$ cat config.mk
export PLATFORM = sky130hd
export DESIGN_NAME = sof_length_eof_frame_receiver_core
export DESIGN_NICKNAME = d
export VERILOG_FILES = /design/src/hdl/slefr_pkg.sv /design/src/hdl/sof_length_eof_frame_receiver_core.sv
export SDC_FILE = /design/constraint.sdc
export NUM_CORES = 1
export LEC_CHECK = 0
export ABC_AREA = 1
export BUFFER_PORTS_ARGS = -buffer_cell sky130_fd_sc_hd__buf_2
export CAP_MARGIN = 0
export CORE_MARGIN = 3
export CORE_UTILIZATION = 59
export DETAILED_ROUTE_END_ITERATION = 10
export GPL_TIMING_DRIVEN = 0
export PLACE_DENSITY = 0.8
export SLEW_MARGIN = 20
export SYNTH_ARGS = -nofsm -noshare
export SYNTH_HDL_FRONTEND = slang
export SYNTH_SLANG_ARGS = --single-unit
$ cat constraint.sdc
create_clock -name clk -period 6.65 [get_ports clk]
set_clock_uncertainty 0.05 [all_clocks]
set_input_delay 1.33 -clock clk [delete_from_list [all_inputs] [get_ports clk]]
set_output_delay 1.33 -clock clk [all_outputs]
set_load 0.01 [all_outputs]
$ cat src/hdl/slefr_pkg.sv
`timescale 1ns / 1ps

package slefr_pkg;

  // frame phases
  typedef enum logic [2:0] {
    PH_HUNT    = 3'd0,
    PH_KIND    = 3'd1,
    PH_LEN_LO  = 3'd2,
    PH_LEN_HI  = 3'd3,
    PH_PAYLOAD = 3'd4,
    PH_TRAILER = 3'd5,
    PH_END     = 3'd6
  } phase_t;

  // configuration register indexes
  localparam logic [0:0] REG_START_BYTE = 1'b0;
  localparam logic [0:0] REG_END_BYTE   = 1'b1;

  localparam logic [7:0] START_BYTE_RESET = 8'hAA;
  localparam logic [7:0] END_BYTE_RESET   = 8'hBB;

  localparam int BYTE_W  = 8;
  localparam int IDX_W   = 11;
  localparam int LEN_W   = 16;
  // wide enough for header + longest length + longest trailer + 1
  localparam int SUM_W   = LEN_W + 2;
  // start, kind and two length bytes come before the payload
  localparam int HDR_LEN = 4;

endpackage

$ cat src/hdl/sof_length_eof_frame_receiver_core.sv
`timescale 1ns / 1ps
// output: a byte's result is registered and appears in the cycle after its transaction
// throughput: one byte per cycle, limited only by the single result register
//   (input is ready whenever the result register is empty or being drained)
// reset: rst is synchronous, active high; returns to hunting for the start
//   byte and reloads start byte 0xAA and end byte 0xBB
module sof_length_eof_frame_receiver_core #(
  parameter int MAX_PAYLOAD   = 1024,
  parameter int TRAILER_BYTES = 4
) (
  input  logic                     clk,
  input  logic                     rst,
  // configuration write port
  input  logic                     cfg_we,
  input  logic [0:0]               cfg_index,
  input  logic [7:0]               cfg_data,
  // received bytes
  input  logic                     in_valid,
  output logic                     in_ready,
  input  logic [7:0]               rx_byte,
  // results
  output logic                     out_valid,
  input  logic                     out_ready,
  output logic [10:0]              byte_index,
  output logic [7:0]               byte_value,
  output logic                     frame_done,
  output logic                     frame_abort,
  output logic [7:0]               packet_kind,
  output logic [10:0]              payload_count
);
  import slefr_pkg::*;

  // position counter must reach header + max payload + trailer + 1, and is
  // kept at least as wide as the reported index
  localparam int POS_RAW = $clog2(MAX_PAYLOAD + TRAILER_BYTES + HDR_LEN + 2);
  localparam int POS_W   = (POS_RAW > IDX_W) ? POS_RAW : IDX_W;

  // configuration registers
  logic [BYTE_W-1:0] start_byte;
  logic [BYTE_W-1:0] end_byte;

  // frame state
  phase_t            phase, phase_next;
  logic [POS_W-1:0]  pos, pos_next;
  logic [BYTE_W-1:0] len_lo, len_lo_next;
  logic [LEN_W-1:0]  len, len_next;
  logic [BYTE_W-1:0] kind, kind_next;

  // result produced for the byte being taken
  logic              emit;
  logic [IDX_W-1:0]  res_index;
  logic              res_done;
  logic              res_abort;
  logic [BYTE_W-1:0] res_kind;
  logic [IDX_W-1:0]  res_count;

  logic              accept;
  logic [LEN_W-1:0]  len_full;
  logic [SUM_W-1:0]  pos_inc;
  logic [SUM_W-1:0]  payload_end;
  logic [SUM_W-1:0]  trailer_end;
  phase_t            after_payload;

  assign in_ready = !out_valid || out_ready;
  assign accept   = in_valid && in_ready;

  // length as it stands once the high byte arrives
  assign len_full    = {rx_byte, len_lo};
  assign pos_inc     = SUM_W'(pos) + SUM_W'(1);
  assign payload_end = SUM_W'(len) + SUM_W'(HDR_LEN);
  assign trailer_end = payload_end + SUM_W'(TRAILER_BYTES);
  // with no trailer the end byte follows the payload straight away
  assign after_payload = (TRAILER_BYTES > 0) ? PH_TRAILER : PH_END;

  always_comb begin
    phase_next  = phase;
    pos_next    = pos;
    len_lo_next = len_lo;
    len_next    = len;
    kind_next   = kind;
    emit        = 1'b1;
    res_index   = pos[IDX_W-1:0];
    res_done    = 1'b0;
    res_abort   = 1'b0;
    res_kind    = '0;
    res_count   = '0;
    unique case (phase)
      PH_KIND: begin
        kind_next  = rx_byte;
        pos_next   = pos + POS_W'(1);
        phase_next = PH_LEN_LO;
      end
      PH_LEN_LO: begin
        len_lo_next = rx_byte;
        pos_next    = pos + POS_W'(1);
        phase_next  = PH_LEN_HI;
      end
      PH_LEN_HI: begin
        len_next = len_full;
        if (len_full > LEN_W'(MAX_PAYLOAD)) begin
          // oversize length, drop the frame
          res_abort  = 1'b1;
          pos_next   = '0;
          phase_next = PH_HUNT;
        end else begin
          pos_next   = pos + POS_W'(1);
          // zero length skips the payload
          phase_next = (len_full == '0) ? after_payload : PH_PAYLOAD;
        end
      end
      PH_PAYLOAD: begin
        pos_next = pos + POS_W'(1);
        if (pos_inc >= payload_end) begin
          phase_next = after_payload;
        end
      end
      PH_TRAILER: begin
        // trailer check bytes pass through unverified
        pos_next = pos + POS_W'(1);
        if (pos_inc >= trailer_end) begin
          phase_next = PH_END;
        end
      end
      PH_END: begin
        if (rx_byte == end_byte) begin
          res_done  = 1'b1;
          res_kind  = kind;
          res_count = len[IDX_W-1:0];
        end else begin
          // bad end byte is not retried as a start byte
          res_abort = 1'b1;
        end
        pos_next   = '0;
        phase_next = PH_HUNT;
      end
      default: begin
        // hunting for the start byte
        phase_next = PH_HUNT;
        if (rx_byte == start_byte) begin
          res_index   = '0;
          pos_next    = POS_W'(1);
          len_lo_next = '0;
          len_next    = '0;
          kind_next   = '0;
          phase_next  = PH_KIND;
        end else begin
          emit     = 1'b0;
          pos_next = '0;
        end
      end
    endcase
  end

  // configuration writes are registered and apply to bytes taken after the write
  always_ff @(posedge clk) begin
    if (rst) begin
      start_byte <= START_BYTE_RESET;
      end_byte   <= END_BYTE_RESET;
    end else if (cfg_we) begin
      unique case (cfg_index)
        REG_START_BYTE: start_byte <= cfg_data;
        REG_END_BYTE:   end_byte   <= cfg_data;
        default:        ;
      endcase
    end
  end

  // frame state register
  always_ff @(posedge clk) begin
    if (rst) begin
      phase  <= PH_HUNT;
      pos    <= '0;
      len_lo <= '0;
      len    <= '0;
      kind   <= '0;
    end else if (accept) begin
      phase  <= phase_next;
      pos    <= pos_next;
      len_lo <= len_lo_next;
      len    <= len_next;
      kind   <= kind_next;
    end
  end

  // result register, refilled in the same cycle it is drained
  always_ff @(posedge clk) begin
    if (rst) begin
      out_valid <= 1'b0;
    end else if (in_ready) begin
      out_valid <= accept && emit;
    end
  end

  always_ff @(posedge clk) begin
    if (accept && emit) begin
      byte_index    <= res_index;
      byte_value    <= rx_byte;
      frame_done    <= res_done;
      frame_abort   <= res_abort;
      packet_kind   <= res_kind;
      payload_count <= res_count;
    end
  end

endmodule

## After elaboration in Yosys (flattened, before gate mapping)

Index checks and enable logic that the tools add are counted.

- Memory bits (read-only): 0
- Output and inout port bits: 42
- Bits of input ports: 22
- Memories: 0
- Logic and storage cells: 77
- Bits in writable memories: 0
- Register bits after elaboration: 103
- Bits in latches: 0

- $mul: 0
- Divide/modulo/power cells: 0
- Eq/ne operators: 10
- $add $sub $neg: 4
- Muxes and demuxes: 22
- Magnitude comparators: 3
- Shift-type cells: 0
- Bitwise gates (word level): 4
- Reduce and logical (&&, ||, !) cells: 20

Operators with widths:

| operator | count |
|---|---|
| 11-bit 2-to-1 mux | 3 |
| 11-bit one-hot mux with 3 select lines | 1 |
| 16-bit one-hot mux with 2 select lines | 1 |
| 8-bit one-hot mux with 2 select lines | 2 |
| 17-bit by 3-bit adder with 18-bit output (second input constant) | 1 |
| 12-bit by 18-bit >= comparator with 1-bit output | 1 |
| 3-bit one-hot mux with 6 select lines | 1 |
| 16-bit by 3-bit adder with 17-bit output (second input constant) | 1 |
| 12-bit by 17-bit >= comparator with 1-bit output | 1 |
| 8-bit equality test | 2 |
| 16-bit by 11-bit > comparator with 1-bit output (second input constant) | 1 |
| 16-bit zero test | 1 |
| 16-bit 2-to-1 mux | 1 |
| 5-bit OR reduction | 3 |
| 11-bit by 1-bit adder with 12-bit output (second input constant) | 1 |
| 3-bit AND reduction | 4 |
| 11-bit by 1-bit adder with 11-bit output (second input constant) | 1 |
| 3-bit equality test (second input constant) | 3 |
| 3-bit 2-to-1 mux | 3 |
| 1-bit 2-to-1 mux | 8 |
| 8-bit 2-to-1 mux | 1 |
| 3-bit by 2-bit equality test with 1-bit output (second input constant) | 2 |
| 2-bit AND reduction | 3 |
| 2-bit nonzero test | 3 |
| other kinds (9) | 14 |

## Logic depth before layout (Yosys ltp)

Gate-level depths: netlist of the first run.

- Depth in word-level cells: 5
- Depth in mapped cells: 25
- Depth with buffers taken out: 25

## Worst setup path before layout of the first run

No wires, ideal clock.

- Path type: input to register
- From: input rx_byte[3]
- To: register byte_index[0] (enable)
- Setup time: 0.452 ns
- Buffers on the path: 1
- Cell stages on the path: 6
- Required time: 6.148 ns
- Setup slack: 1.934 ns
- Data arrival time: 4.214 ns
- Path through: clkbuf_1 > xnor2_1 > nand2_1 > nor4_1 > inv_1 > a21oi_1

- Longest elaborated chain between the ends: 4

Ends and longest elaborated chain:

| what | line | RTL |
|---|---|---|
| from (decl) | sof_length_eof_frame_receiver_core.sv:20 | `input logic [7:0] rx_byte,` |
| 8-bit equality test | sof_length_eof_frame_receiver_core.sv:139 | `if (rx_byte == start_byte) begin` |
| 1-bit 2-to-1 mux | sof_length_eof_frame_receiver_core.sv:139 |  |
| 1-bit 2-to-1 mux | sof_length_eof_frame_receiver_core.sv:87 | `unique case (phase)` |
| 1-bit logical AND | sof_length_eof_frame_receiver_core.sv:195 | `if (accept && emit) begin` |
| to (signal assigned) | sof_length_eof_frame_receiver_core.sv:196 | `byte_index <= res_index;` |
| to (decl) | sof_length_eof_frame_receiver_core.sv:24 | `output logic [10:0] byte_index,` |

No other way between the ends.
A chain may end at the register's enable or synchronous reset.

## Worst setup path in the final report of the first run

- From: register len[2]
- To: register phase[0]

- Longest elaborated chain between the ends: 5
- Elaborated cells between the ends (all ways): 7
- Classes of those cells: add/sub (2); order compare (2); eq/ne (2); reduce/logical (1)

Ends and longest elaborated chain:

| what | line | RTL |
|---|---|---|
| from (decl) | sof_length_eof_frame_receiver_core.sv:46 | `logic [LEN_W-1:0] len, len_next;` |
| from (signal assigned) | sof_length_eof_frame_receiver_core.sv:180 | `len <= len_next;` |
| 16-bit by 3-bit adder with 17-bit output * | sof_length_eof_frame_receiver_core.sv:70 | `assign payload_end = SUM_W'(len) + SUM_W'(HDR_LEN);` |
| 17-bit by 3-bit adder with 18-bit output | sof_length_eof_frame_receiver_core.sv:71 | `assign trailer_end = payload_end + SUM_W'(TRAILER_BYTES);` |
| 12-bit by 18-bit >= comparator with 1-bit output | sof_length_eof_frame_receiver_core.sv:120 | `if (pos_inc >= trailer_end) begin` |
| 2-bit != test (no line) | -- |  |
| 3-bit AND reduction (no line) * | -- |  |
| to (signal assigned) | sof_length_eof_frame_receiver_core.sv:177 | `phase <= phase_next;` |
| to (decl) | sof_length_eof_frame_receiver_core.sv:43 | `phase_t phase, phase_next;` |

Every way passes the cells marked *; elsewhere a longest branch is shown, timed or not.

==> results of run 1 <==
state kept, by name (all words and copies together) (netlist names):
register	cells
len	16
byte_index	11
payload_count	11
pos	11
byte_value	8
end_byte	8
kind	8
len_lo	8
packet_kind	8
start_byte	8
phase	3
frame_abort	1
frame_done	1
out_valid	1
cell usage in the layout (no fill, tap or decap), types with 9 or more instances in the layout:
cell type / count
buf_2: 64
nand2_2: 14
nand4_1: 16
nand2_1: 188
dfxtp_1: 63
xnor2_1: 15
edfxtp_1: 40
clkbuf_1: 12
a21oi_1: 38
a22oi_1: 16
xor2_1: 16
clkbuf_8: 9
ha_1: 25
inv_1: 78
nor2_1: 94
nand3_1: 38
o21ai_0: 12
cell type report:
type	instances	area (um2)	area share, %
Multi-Input combinational cell	511	2690	43.3
Sequential cell	103	2460	39.6
Timing Repair Buffer	63	338	5.43
Inverter	82	308	4.95
Clock buffer	11	174	2.79
Tap cell	108	135	2.17
Buffer	16	70.1	1.13
Clock inverter	5	42.5	0.684
routing by layer:
metal | track usage [%] | vias up
li1 | - | 2464
met1 | 33.6 | 2322
met2 | 45.5 | 153
met3 | 4.60 | 17
met4 | 6.97 | 0
met5 | 0 | -
final timing paths:
| check | start | to | slack (ns) | depth (start not counted) |
|---|---|---|---|---|
| worst min register to register | kind[2]$_SDFFE_PP0P_ | kind[2]$_SDFFE_PP0P_ | 0.42 | 2 |
| worst max register to register | len[2]$_SDFFE_PP0P_ | phase[0]$_SDFFE_PP0P_ | 2.71 | 23 |
| worst min-delay path | kind[2]$_SDFFE_PP0P_ | kind[2]$_SDFFE_PP0P_ | 0.42 | 2 |
| worst max-delay path | len[2]$_SDFFE_PP0P_ | phase[0]$_SDFFE_PP0P_ | 2.71 | 23 |
logic make-up after synthesis:
group           count (synthesis)  synth area share [%]
simple gates                  378                  30.0
flops                         103                  44.6
buf+inv                        98                  6.84
compound gates                 77                  8.02
xor+xnor                       31                  4.92
fa+ha+maj                      25                  5.66
through the flow:
| stage | area, um2 | cells | hold WS [ns] | setup slack [ns] |
|---|---|---|---|---|
| 4_1_cts | 6220 | 899 | 0.417 | 2.77 |
| 3_3_place_gp | 5970 | 882 | 0.402 | 0.532 |
| 6_report | 6220 | 899 | 0.422 | 2.71 |
| 2_1_floorplan | 5520 | 712 | 0.391 | 1.93 |
| 3_5_place_dp | 6010 | 883 | 0.404 | 2.53 |
| 5_1_grt | 6220 | 899 | 0.439 | 2.46 |
worst max-delay path: cells and delay by family, from the launching register on:
family | cells | cell delay, ns
AO/OA/AOI/OAI | 1 | 0.15
adder cells (fa/ha/maj) | 2 | 0.67
AND/OR/NAND/NOR | 17 | 1.99
buffers and inverters | 2 | 0.27
XOR/XNOR | 1 | 0.15
flip-flops | 1 | 0.55
power groups by stage:
stage / sequential, mW / combinational, mW / clock, mW
after floorplan: 0.748 / 0.0907 / 0
after global placement: 0.735 / 0.159 / 0
after detailed placement: 0.733 / 0.175 / 0
after CTS: 0.718 / 0.176 / 0.421
after global routing: 0.723 / 0.197 / 0.445
final: 0.718 / 0.176 / 0.418
==> impl_metrics.env, run 1 <==
export IMPL_outcome="finished clean"
export IMPL_hold_path_class="flop to flop"
export IMPL_cap_violations=0
export IMPL_grt_pass1_wl_um=21600
export IMPL_syn_avg_cell_area_um2=7.76
export IMPL_met2_length_um=6490
export IMPL_internal_power_uw=949
export IMPL_cts_tree="done"
export IMPL_layout_min_cycle_time_ns=3.94
export IMPL_ys_top_cells_by_count="nand2_1 (188), nor2_1 (94), inv_1 (78)"
export IMPL_final_core_util_pct=70.0
export IMPL_drc=0
export IMPL_synth_async_reset_ratio_pct=0
export IMPL_place_congestion=0.886
export IMPL_critical_path_max_fanout=9
export IMPL_clock_latency_ns=0.38
export IMPL_synth_edf_count=40
export IMPL_drive_gt1_share_pct=14.2
export IMPL_num_io_pins=64
export IMPL_critPathArrivalTime_ns=4.16
export IMPL_routed_wirelength_um=13000
export IMPL_synth_cell_types=39
export IMPL_antenna_found_initial=0
export IMPL_fin_nets=833
export IMPL_numPortBuffers=62
export IMPL_synth_top_cell_area_share_pct=22.8
export IMPL_ys_seq_area_share_pct=44.6
export IMPL_total_power_mw=1.31
export IMPL_n_antenna_cell=0
export IMPL_critical_path_slowest_cell="dfxtp_1"
export IMPL_fill_cells=698
export IMPL_fmax_ghz=0.254
export IMPL_drt_initial_drc_count=342
export IMPL_tns_ns=0
export IMPL_cellPowerDensity_mw_per_mm2=211
export IMPL_cts_made_buffers=9
export IMPL_relSlewSlack_pct=54.9
export IMPL_clk_pin_slew_ns=0.10
export IMPL_yosys_area_top_type="dfxtp_1"
export IMPL_ys_flop_type="dfxtp_1"
export IMPL_gr_total_overflow=0
export IMPL_wl_met1_um=5620
export IMPL_power_share_combinational_pct=13.4
export IMPL_cts_setup_buffers=0
export IMPL_die_h_um=103
export IMPL_cts_repair_resized=0
export IMPL_synth_most_common_cell="nand2_1"
export IMPL_start_kind="flop"
export IMPL_rsz0062_at_grt="false"
export IMPL_power_frac_clock_pct=31.9
export IMPL_cpMostUsedCell="nand2_1"
export IMPL_p_seq_share_pct=54.7
export IMPL_power_leakage_nw=2.66
export IMPL_yosysWarnings=0
export IMPL_cp_required_ns=6.88
export IMPL_netlist_top_cells_area="dfxtp_1 (23%), edfxtp_1 (22%), nand2_1 (13%)"
export IMPL_cp_end_kind="flop"
export IMPL_period_share_pct=59.2
export IMPL_clk_path_buf_depth=2
export IMPL_netlist_instances=712
export IMPL_grt_pass1_vias=4620
export IMPL_p_sw_share_pct=27.7
export IMPL_ys_ff_latch=103
export IMPL_worst_slew_pin_slew_ns=0.674
export IMPL_coreArea_mm2=0.00889
export IMPL_fp_dieW_um=103
export IMPL_htree_levels=3
export IMPL_crit_type="flop to flop"
export IMPL_ant_nets=0
export IMPL_dp_hpwl_um=9880
export IMPL_peakVddDrop_v=0.000120
export IMPL_wl_per_cell_um=14.5
export IMPL_first_pass_iters=5
export IMPL_area_growth_pct=12.7
export IMPL_holdBufCountCts=0
export IMPL_grt_util_all_layers_pct=26.1
export IMPL_fp_dieArea_mm2=0.0106
export IMPL_hold_violations=0
export IMPL_met3WireLength_um=726
export IMPL_rows=34
export IMPL_switchingPower_uw=363
export IMPL_setup_violations=0
export IMPL_cts_root_buf="clkbuf_8"
export IMPL_cpPeakStageDelay_ns=0.55
export IMPL_start_util_pct=62.1
export IMPL_top_layer_used="met4"
export IMPL_via_count=4956
export IMPL_syn_nets=759
export IMPL_grt_start_max_net_pins=24
export IMPL_drv_slew=0
export IMPL_syn_cell_area_mm2=0.00552
export IMPL_post_drt_via_cell_ratio=5.51
export IMPL_clock_sinks=103
export IMPL_path_cells="inv_1, ha_1, or2_2, nor2_1, nand2_1, nor2_1, nand2_2, xor2_1, ha_1, nand2_1, nor2_1, nand3_1, and2_1, nand4_1, nand2_1, nand2_1, nand2_1, nor2_1, nand2_1, nand2_1, nand2_2, o21ai_1, inv_1"
Power figures use the tool's default switching activity.
==> inputs of run 2 (changes only) <==
--- a/config.mk
+++ b/config.mk
@@ -5,14 +5,14 @@
 export SDC_FILE = /design/constraint.sdc
 export NUM_CORES = 1
 export LEC_CHECK = 0
-export ABC_AREA = 1
+export ABC_AREA = 0
 export BUFFER_PORTS_ARGS = -buffer_cell sky130_fd_sc_hd__buf_2
 export CAP_MARGIN = 0
 export CORE_MARGIN = 3
-export CORE_UTILIZATION = 59
+export CORE_UTILIZATION = 53
 export DETAILED_ROUTE_END_ITERATION = 10
 export GPL_TIMING_DRIVEN = 0
-export PLACE_DENSITY = 0.8
+export PLACE_DENSITY = 0.76
 export SLEW_MARGIN = 20
 export SYNTH_ARGS = -nofsm -noshare
 export SYNTH_HDL_FRONTEND = slang
==> constraint.sdc (replaced) <==
create_clock -name clk -period 3.2 [get_ports clk]
set_clock_uncertainty 0.05 [all_clocks]
set_input_delay 0.64 -clock clk [delete_from_list [all_inputs] [get_ports clk]]
set_output_delay 0.64 -clock clk [all_outputs]
set_load 0.01 [all_outputs]
==> run 2 against run 1 <==
  * Clock power is 110% higher
  * Synthesized cell count is 22% lower
  * Critical path type unchanged
  * Final cell count shrank 14%
==> impl_metrics.env, run 2 <==
export IMPL_synth_top_cell_area_share_pct=23.3
export IMPL_gr_total_overflow=0
export IMPL_drt_initial_drc_count=338
export IMPL_ant_nets=0
export IMPL_synth_cell_types=65
export IMPL_critical_path_max_fanout=10
export IMPL_holdPathEnd="byte_value[1]$_DFFE_PP_"
export IMPL_drc=0
export IMPL_worst_slew_pin_slew_ns=0.848
export IMPL_cts_made_buffers=9
export IMPL_clock_sinks=103
export IMPL_syn_cell_area_mm2=0.00542
export IMPL_fp_dieArea_mm2=0.0115
export IMPL_total_power_mw=2.41
export IMPL_grt_pass1_wl_um=21400
export IMPL_critPathArrivalTime_ns=3.29
export IMPL_clk_path_buf_depth=2
export IMPL_final_core_util_pct=64.3
export IMPL_wl_per_cell_um=17.2
export IMPL_netlist_instances=556
export IMPL_area_growth_pct=16.9
export IMPL_peakVddDrop_v=0.000377
export IMPL_dpl_cell_area_mm2=0.00591
export IMPL_ys_seq_area_share_pct=45.4
export IMPL_layout_commonest_cell="buf_2"
export IMPL_first_pass_iters=5
export IMPL_reg2reg_from="len[3]$_SDFFE_PP0P_"
export IMPL_fin_nets=683
export IMPL_synth_edf_count=40
export IMPL_regMostFlops="len"
export IMPL_hold_path_class="input pin to flop"
export IMPL_ys_ff_latch=103
export IMPL_drive_gt1_share_pct=20.7
export IMPL_hp_start="rx_byte[1]"
export IMPL_htree_levels=3
export IMPL_fill_cells=784
export IMPL_cts_root_buf="clkbuf_8"
export IMPL_antenna_found_initial=0
export IMPL_setup_violations=0
export IMPL_cap_violations=0
export IMPL_ys_flop_type="dfxtp_1"
export IMPL_r2r_slack_ns=0.13
export IMPL_yosys_area_top_type="dfxtp_1"
export IMPL_crit_type="flop to flop"
export IMPL_start_util_pct=55.0
export IMPL_period_share_pct=96.0
export IMPL_min_path_cells=1
export IMPL_yosysWarnings=0
export IMPL_power_leakage_nw=2.39
export IMPL_die_h_um=107
export IMPL_cellPowerDensity_mw_per_mm2=381
export IMPL_fp_dieW_um=107
export IMPL_num_io_pins=64
export IMPL_syn_avg_cell_area_um2=9.75
export IMPL_layout_common_cells="buf_2 (65), nor2_1 (58), dfxtp_1 (57)"
export IMPL_relSlewSlack_pct=43.0
export IMPL_post_drt_via_cell_ratio=5.87
export IMPL_n_antenna_cell=0
export IMPL_rows=36
export IMPL_coreArea_mm2=0.00986
export IMPL_hold_violations=0
export IMPL_syn_nets=603
export IMPL_synth_most_common_cell="dfxtp_1"
export IMPL_start_kind="flop"
export IMPL_grt_util_all_layers_pct=23.7
export IMPL_cts_tree="done"
export IMPL_layout_min_cycle_time_ns=3.07
export IMPL_reg2reg_depth=12
export IMPL_numPortBuffers=61
export IMPL_clock_latency_ns=0.38
export IMPL_netlist_top_cells_area="dfxtp_1 (23%), edfxtp_1 (22%), ha_1 (5.8%)"
export IMPL_outcome="finished clean"
export IMPL_ys_top_cells_by_count="dfxtp_1 (63), nor2_1 (59), edfxtp_1 (40)"
export IMPL_cp_required_ns=3.42
export IMPL_dp_hpwl_um=9600
export IMPL_synth_async_reset_ratio_pct=0
export IMPL_reg2reg_to="phase[1]$_SDFFE_PP0P_"
export IMPL_grt_start_max_net_pins=30
export IMPL_via_count=4541
export IMPL_grt_pass1_vias=4247
export IMPL_drv_slew=0
export IMPL_routed_wirelength_um=13300
export IMPL_holdBufCountCts=0
export IMPL_place_congestion=0.888
export IMPL_final_cell_area_mm2=0.00634
export IMPL_largest_register_ffs=16
export IMPL_clk_pin_slew_ns=0.11
export IMPL_fmax_ghz=0.326
export IMPL_cp_end_kind="flop"
run 2: cell count changes after synthesis, sizes merged, moves of 11 or more:
cell and change:
nand2 -176, clkbuf +11, xnor2 +14, a22oi +16, and3 +12, inv -64, nand3 -24, a21oi -16
and2 +33, nor2 -42, a211o +11
run 2: worst max-delay path, cell delays in order (launching register included):
cell and delay, ns:
dfxtp_4 0.41, ha_1 0.23, clkbuf_4 0.21, a21o_1 0.18, a31oi_1 0.23, a2bb2oi_2 0.28
o31ai_1 0.15, xnor2_1 0.16, ha_1 0.22, a211o_1 0.29, a21oi_1 0.15, a311oi_2 0.15
a31o_2 0.26
run 2: final cells by class:
type	instances	area, um2	share of cell area, %
Clock inverter	7	97.6	1.54
Sequential cell	103	2480	39.1
Timing Repair Buffer	69	378	5.96
Tap cell	133	166	2.63
Buffer	36	170	2.68
Multi-Input combinational cell	401	2860	45.2
Clock buffer	9	124	1.95
Inverter	16	60.1	0.947
run 2: power breakdown:
| part | internal [mW] | switching [mW] | total [mW] |
|---|---|---|---|
| sequential | 1.37 | 0.0109 | 1.38 |
| combinational | 0.0571 | 0.0837 | 0.141 |
| clock | 0.386 | 0.509 | 0.895 |
| total | 1.81 | 0.603 | 2.41 |
run 2: routing by layer:
metal	vias up	global-route usage (%)	wire length, um
met1	2171	32.7	5810
li1	2188	-	-
met2	154	38.7	6530
met5	-	0	0
met3	28	3.13	764
met4	0	7.58	228
run 2: cells by family (layout without fill, tap and decap cells):
family	Yosys count	count (layout)	synth area share, %
and+or+nand+nor	207	207	20.8
AOI/OAI and AO/OA	121	121	16.1
DFF	103	103	45.4
buffers and inverters	52	137	4.01
xor gates and xnor gates	41	41	6.62
adders and majority gates	25	25	5.77
muxes	7	7	1.32
run 2: worst max-delay path by stage:
stage | from | to | depth (start not counted)
floorplan | rx_byte[2] | byte_index[0]$_DFFE_PP_ | 6
global placement | rx_byte[1] | payload_count[1]$_SDFFCE_PN0P_ | 7
detailed placement | len[2]$_SDFFE_PP0P_ | phase[0]$_SDFFE_PP0P_ | 12
CTS | pos[0]$_SDFFE_PP0P_ | phase[0]$_SDFFE_PP0P_ | 12
global route | pos[0]$_SDFFE_PP0P_ | phase[0]$_SDFFE_PP0P_ | 13
finish | len[3]$_SDFFE_PP0P_ | phase[1]$_SDFFE_PP0P_ | 12
run 2: through the flow:
stage	hold WS, ns	worst slack [ns]	std cells	setup TNS (ns)
after floorplan	0.399	0.280	556	0
after global placement	0.407	-0.517	750	-21.11
after detailed placement	0.423	-0.334	751	-0.658
after CTS	0.387	0.00607	767	0
after global routing	0.381	-0.0528	774	-0.0528
final	0.393	0.128	774	0
run 2: timing repair:
item                                    4_1_cts  5_1_grt
cloned                                        0        0
buffers inserted                              0        7
endpoints found under the setup margin        2        2
gates resized for setup                      13       24
pin swaps                                     0        6
==> inputs of run 3 (changes only) <==
--- a/config.mk
+++ b/config.mk
@@ -5,7 +5,7 @@
 export SDC_FILE = /design/constraint.sdc
 export NUM_CORES = 1
 export LEC_CHECK = 0
-export ABC_AREA = 0
+export ABC_AREA = 1
 export BUFFER_PORTS_ARGS = -buffer_cell sky130_fd_sc_hd__buf_2
 export CAP_MARGIN = 0
 export CORE_MARGIN = 3
==> run 3 against run 2 <==
  * Worst setup slack worse by 0.14 ns
  * Flip-flop and latch count unchanged
  * Final cell count up 21%
  * Clock-buffer cell count unchanged
  * Final area up 2.3%
  * Sequential power up 8%
  * Global-route usage down 0.086 points
  * Highest routed layer unchanged
  * Core utilization up 0.90 points
  * First-iteration DRC count down 12%
  * Routed wire length down 2.1%
  * Worst hold slack worse by 0.0043 ns
  * Fmax down 4.4%
  * The run now ends with setup timing left
==> impl_metrics.env, run 3 (synthesis results as in run 1) <==
export IMPL_start_kind="flop"
export IMPL_placedCellCount=908
export IMPL_grt_pass1_vias=4585
export IMPL_violations="setup timing"
export IMPL_antenna_found_initial=0
export IMPL_cp_num_cells=23
export IMPL_layout_min_cycle_time_ns=3.21
export IMPL_coreArea_mm2=0.00995
export IMPL_gr_total_overflow=0
export IMPL_cp_buffers_inverters=2
export IMPL_clk_pin_slew_ns=0.10
export IMPL_crit_family="simple AND/OR/NAND/NOR gates"
export IMPL_cp_end_kind="flop"
export IMPL_drive_gt1_share_pct=19.2
export IMPL_cp_required_ns=3.44
export IMPL_path_cells="clkinvlp_4, ha_4, or2_4, nor2_1, nand2_1, nor2_1, nand2_2, xor2_2, ha_1, nand2_2, nor2_4, nand3_2, and2_4, nand4_1, nand2_1, nand2_1, nand2_1, nor2_2, nand2_2, nand2_2, nand2_4, o21ai_2, inv_1"
export IMPL_post_drt_via_cell_ratio=5.24
export IMPL_critical_path_max_fanout=5
export IMPL_peakVddDrop_v=0.000365
export IMPL_worst_slew_pin_slew_ns=0.767
export IMPL_fp_dieW_um=108
export IMPL_final_core_util_pct=65.2
export IMPL_r2r_slack_ns=-0.01
export IMPL_holdWs_ns=0.389
export IMPL_post_place_ws_ns=-0.521
export IMPL_rows=36
export IMPL_area_growth_pct=17.4
export IMPL_relSlewSlack_pct=48.7
export IMPL_start_util_pct=55.5
export IMPL_via_count=4910
export IMPL_critPathArrivalTime_ns=3.45
export IMPL_hold_violations=0
export IMPL_hold_path_class="input pin to flop"
export IMPL_place_congestion=0.868
export IMPL_numPortBuffers=62
export IMPL_layout_commonest_cell="nand2_1"
export IMPL_critical_path_slowest_cell="dfxtp_4"
export IMPL_fmax_ghz=0.311
export IMPL_layout_common_cells="nand2_1 (181), nor2_1 (87), inv_1 (76)"
export IMPL_regMostFlops="len"
export IMPL_fp_dieArea_mm2=0.0117
export IMPL_drv_slew=0
export IMPL_dpl_cell_area_mm2=0.00604
export IMPL_cts_tree="done"
export IMPL_dp_hpwl_um=9710
export IMPL_cpPeakStageDelay_ns=0.38
export IMPL_cellPowerDensity_mw_per_mm2=417
export IMPL_worst_slack_ns=-0.0136
export IMPL_cts_root_buf="clkbuf_8"
export IMPL_grt_util_all_layers_pct=23.6
export IMPL_cap_violations=0
export IMPL_final_cell_area_mm2=0.00649
export IMPL_period_share_pct=100
export IMPL_grt_start_max_net_pins=22
export IMPL_reg2reg_from="len[2]$_SDFFE_PP0P_"
export IMPL_drt_initial_drc_count=296
export IMPL_die_h_um=108
export IMPL_instances_no_fill=937
export IMPL_power_leakage_nw=2.76
export IMPL_htree_levels=3
export IMPL_holdPathEnd="byte_value[2]$_DFFE_PP_"
export IMPL_clock_latency_ns=0.39
export IMPL_reg2reg_depth=23
export IMPL_min_path_cells=1
export IMPL_ant_nets=0
export IMPL_num_io_pins=64
export IMPL_hp_start="rx_byte[2]"
export IMPL_wl_per_cell_um=13.9
export IMPL_routed_wirelength_um=13100
export IMPL_grt_pass1_wl_um=21500
export IMPL_fill_cells=847
export IMPL_fin_nets=846
export IMPL_reg2reg_to="phase[0]$_SDFFE_PP0P_"
export IMPL_largest_register_ffs=16
export IMPL_clk_path_buf_depth=2
export IMPL_first_pass_iters=7
export IMPL_outcome="finished, violations left"
export IMPL_clock_sinks=103
export IMPL_n_antenna_cell=0
export IMPL_setup_violations=2
export IMPL_rsz0062_at_grt="true"
export IMPL_cts_made_buffers=9
export IMPL_crit_type="flop to flop"
export IMPL_drc=0
## run 3: cell types whose count changed in the layout (fill, tap and decap cells not counted), sizes merged, moves of 11 or more
cell,previous run,this run
a21oi,23,39
and3,13,1
clkbuf,33,21
a22oi,32,16
and2,34,1
inv,20,83
nand2,26,202
nor2,59,101
xnor2,29,15
nand3,16,40
a211o,11,0
## run 3: layer usage
| layer | global-route usage, % | vias up | share of wire [%] |
|---|---|---|---|
| li1 | - | 2484 | - |
| met3 | 4.66 | 22 | 5.3 |
| met5 | 0 | - | 0 |
| met4 | 8.84 | 0 | 2.4 |
| met2 | 40.7 | 131 | 49 |
| met1 | 29.4 | 2273 | 43 |
## run 3: through the flow
step           TNS, ns  power [mW]
3_5_place_dp     -8.96        1.88
3_3_place_gp    -20.33        1.86
2_1_floorplan        0        1.74
5_1_grt         -0.678        2.81
4_1_cts              0        2.72
6_report       -0.0209        2.70
## run 3: power breakdown
group	switching [mW]	internal [mW]
clock	0.469	0.370
sequential	0.0351	1.46
combinational	0.241	0.130
total	0.746	1.96
## run 3: repair_timing
action,CTS,global route
gates resized for setup,20,18
endpoints found under the setup margin,3,24
hold buffers,0,0
setup buffers,9,4
pin swaps,17,15
## run 3: layout make-up
type / count / area, um2 / area share (%)
tap: 133 / 166 / 2.57
sequential: 103 / 2470 / 38.1
clock buffer: 9 / 124 / 1.91
clock inverter: 7 / 76.3 / 1.18
inverter: 82 / 312 / 4.80
timing repair buffer: 76 / 439 / 6.77
buffer: 16 / 70.1 / 1.08
multi-input combinational: 511 / 2830 / 43.6
## run 3: worst register-to-register path, cell delays in order, from the launching register on
cell        delay (ns)
dfxtp_4           0.38
clkinvlp_4        0.10
ha_4              0.23
or2_4             0.23
nor2_1            0.09
nand2_1           0.08
nor2_1            0.12
nand2_2           0.09
xor2_2            0.16
ha_1              0.31
nand2_2           0.08
nor2_4            0.13
nand3_2           0.08
and2_4            0.14
nand4_1           0.10
nand2_1           0.07
nand2_1           0.06
nand2_1           0.06
nor2_2            0.11
nand2_2           0.11
nand2_2           0.10
nand2_4           0.07
o21ai_2           0.14
inv_1             0.04
## run 3: how the worst max path moves through the flow
stage / from / end / slack, ns
6_report: len[2]$_SDFFE_PP0P_ / phase[0]$_SDFFE_PP0P_ / -0.01
5_1_grt: len[2]$_SDFFE_PP0P_ / phase[2]$_SDFFE_PP0P_ / -0.23
4_1_cts: len[2]$_SDFFE_PP0P_ / phase[1]$_SDFFE_PP0P_ / 0.0006
3_5_place_dp: len[2]$_SDFFE_PP0P_ / phase[2]$_SDFFE_PP0P_ / -0.52
3_3_place_gp: rx_byte[2] / payload_count[8]$_SDFFCE_PN0P_ / -0.47
2_1_floorplan: len[2]$_SDFFE_PP0P_ / phase[0]$_SDFFE_PP0P_ / 0.09
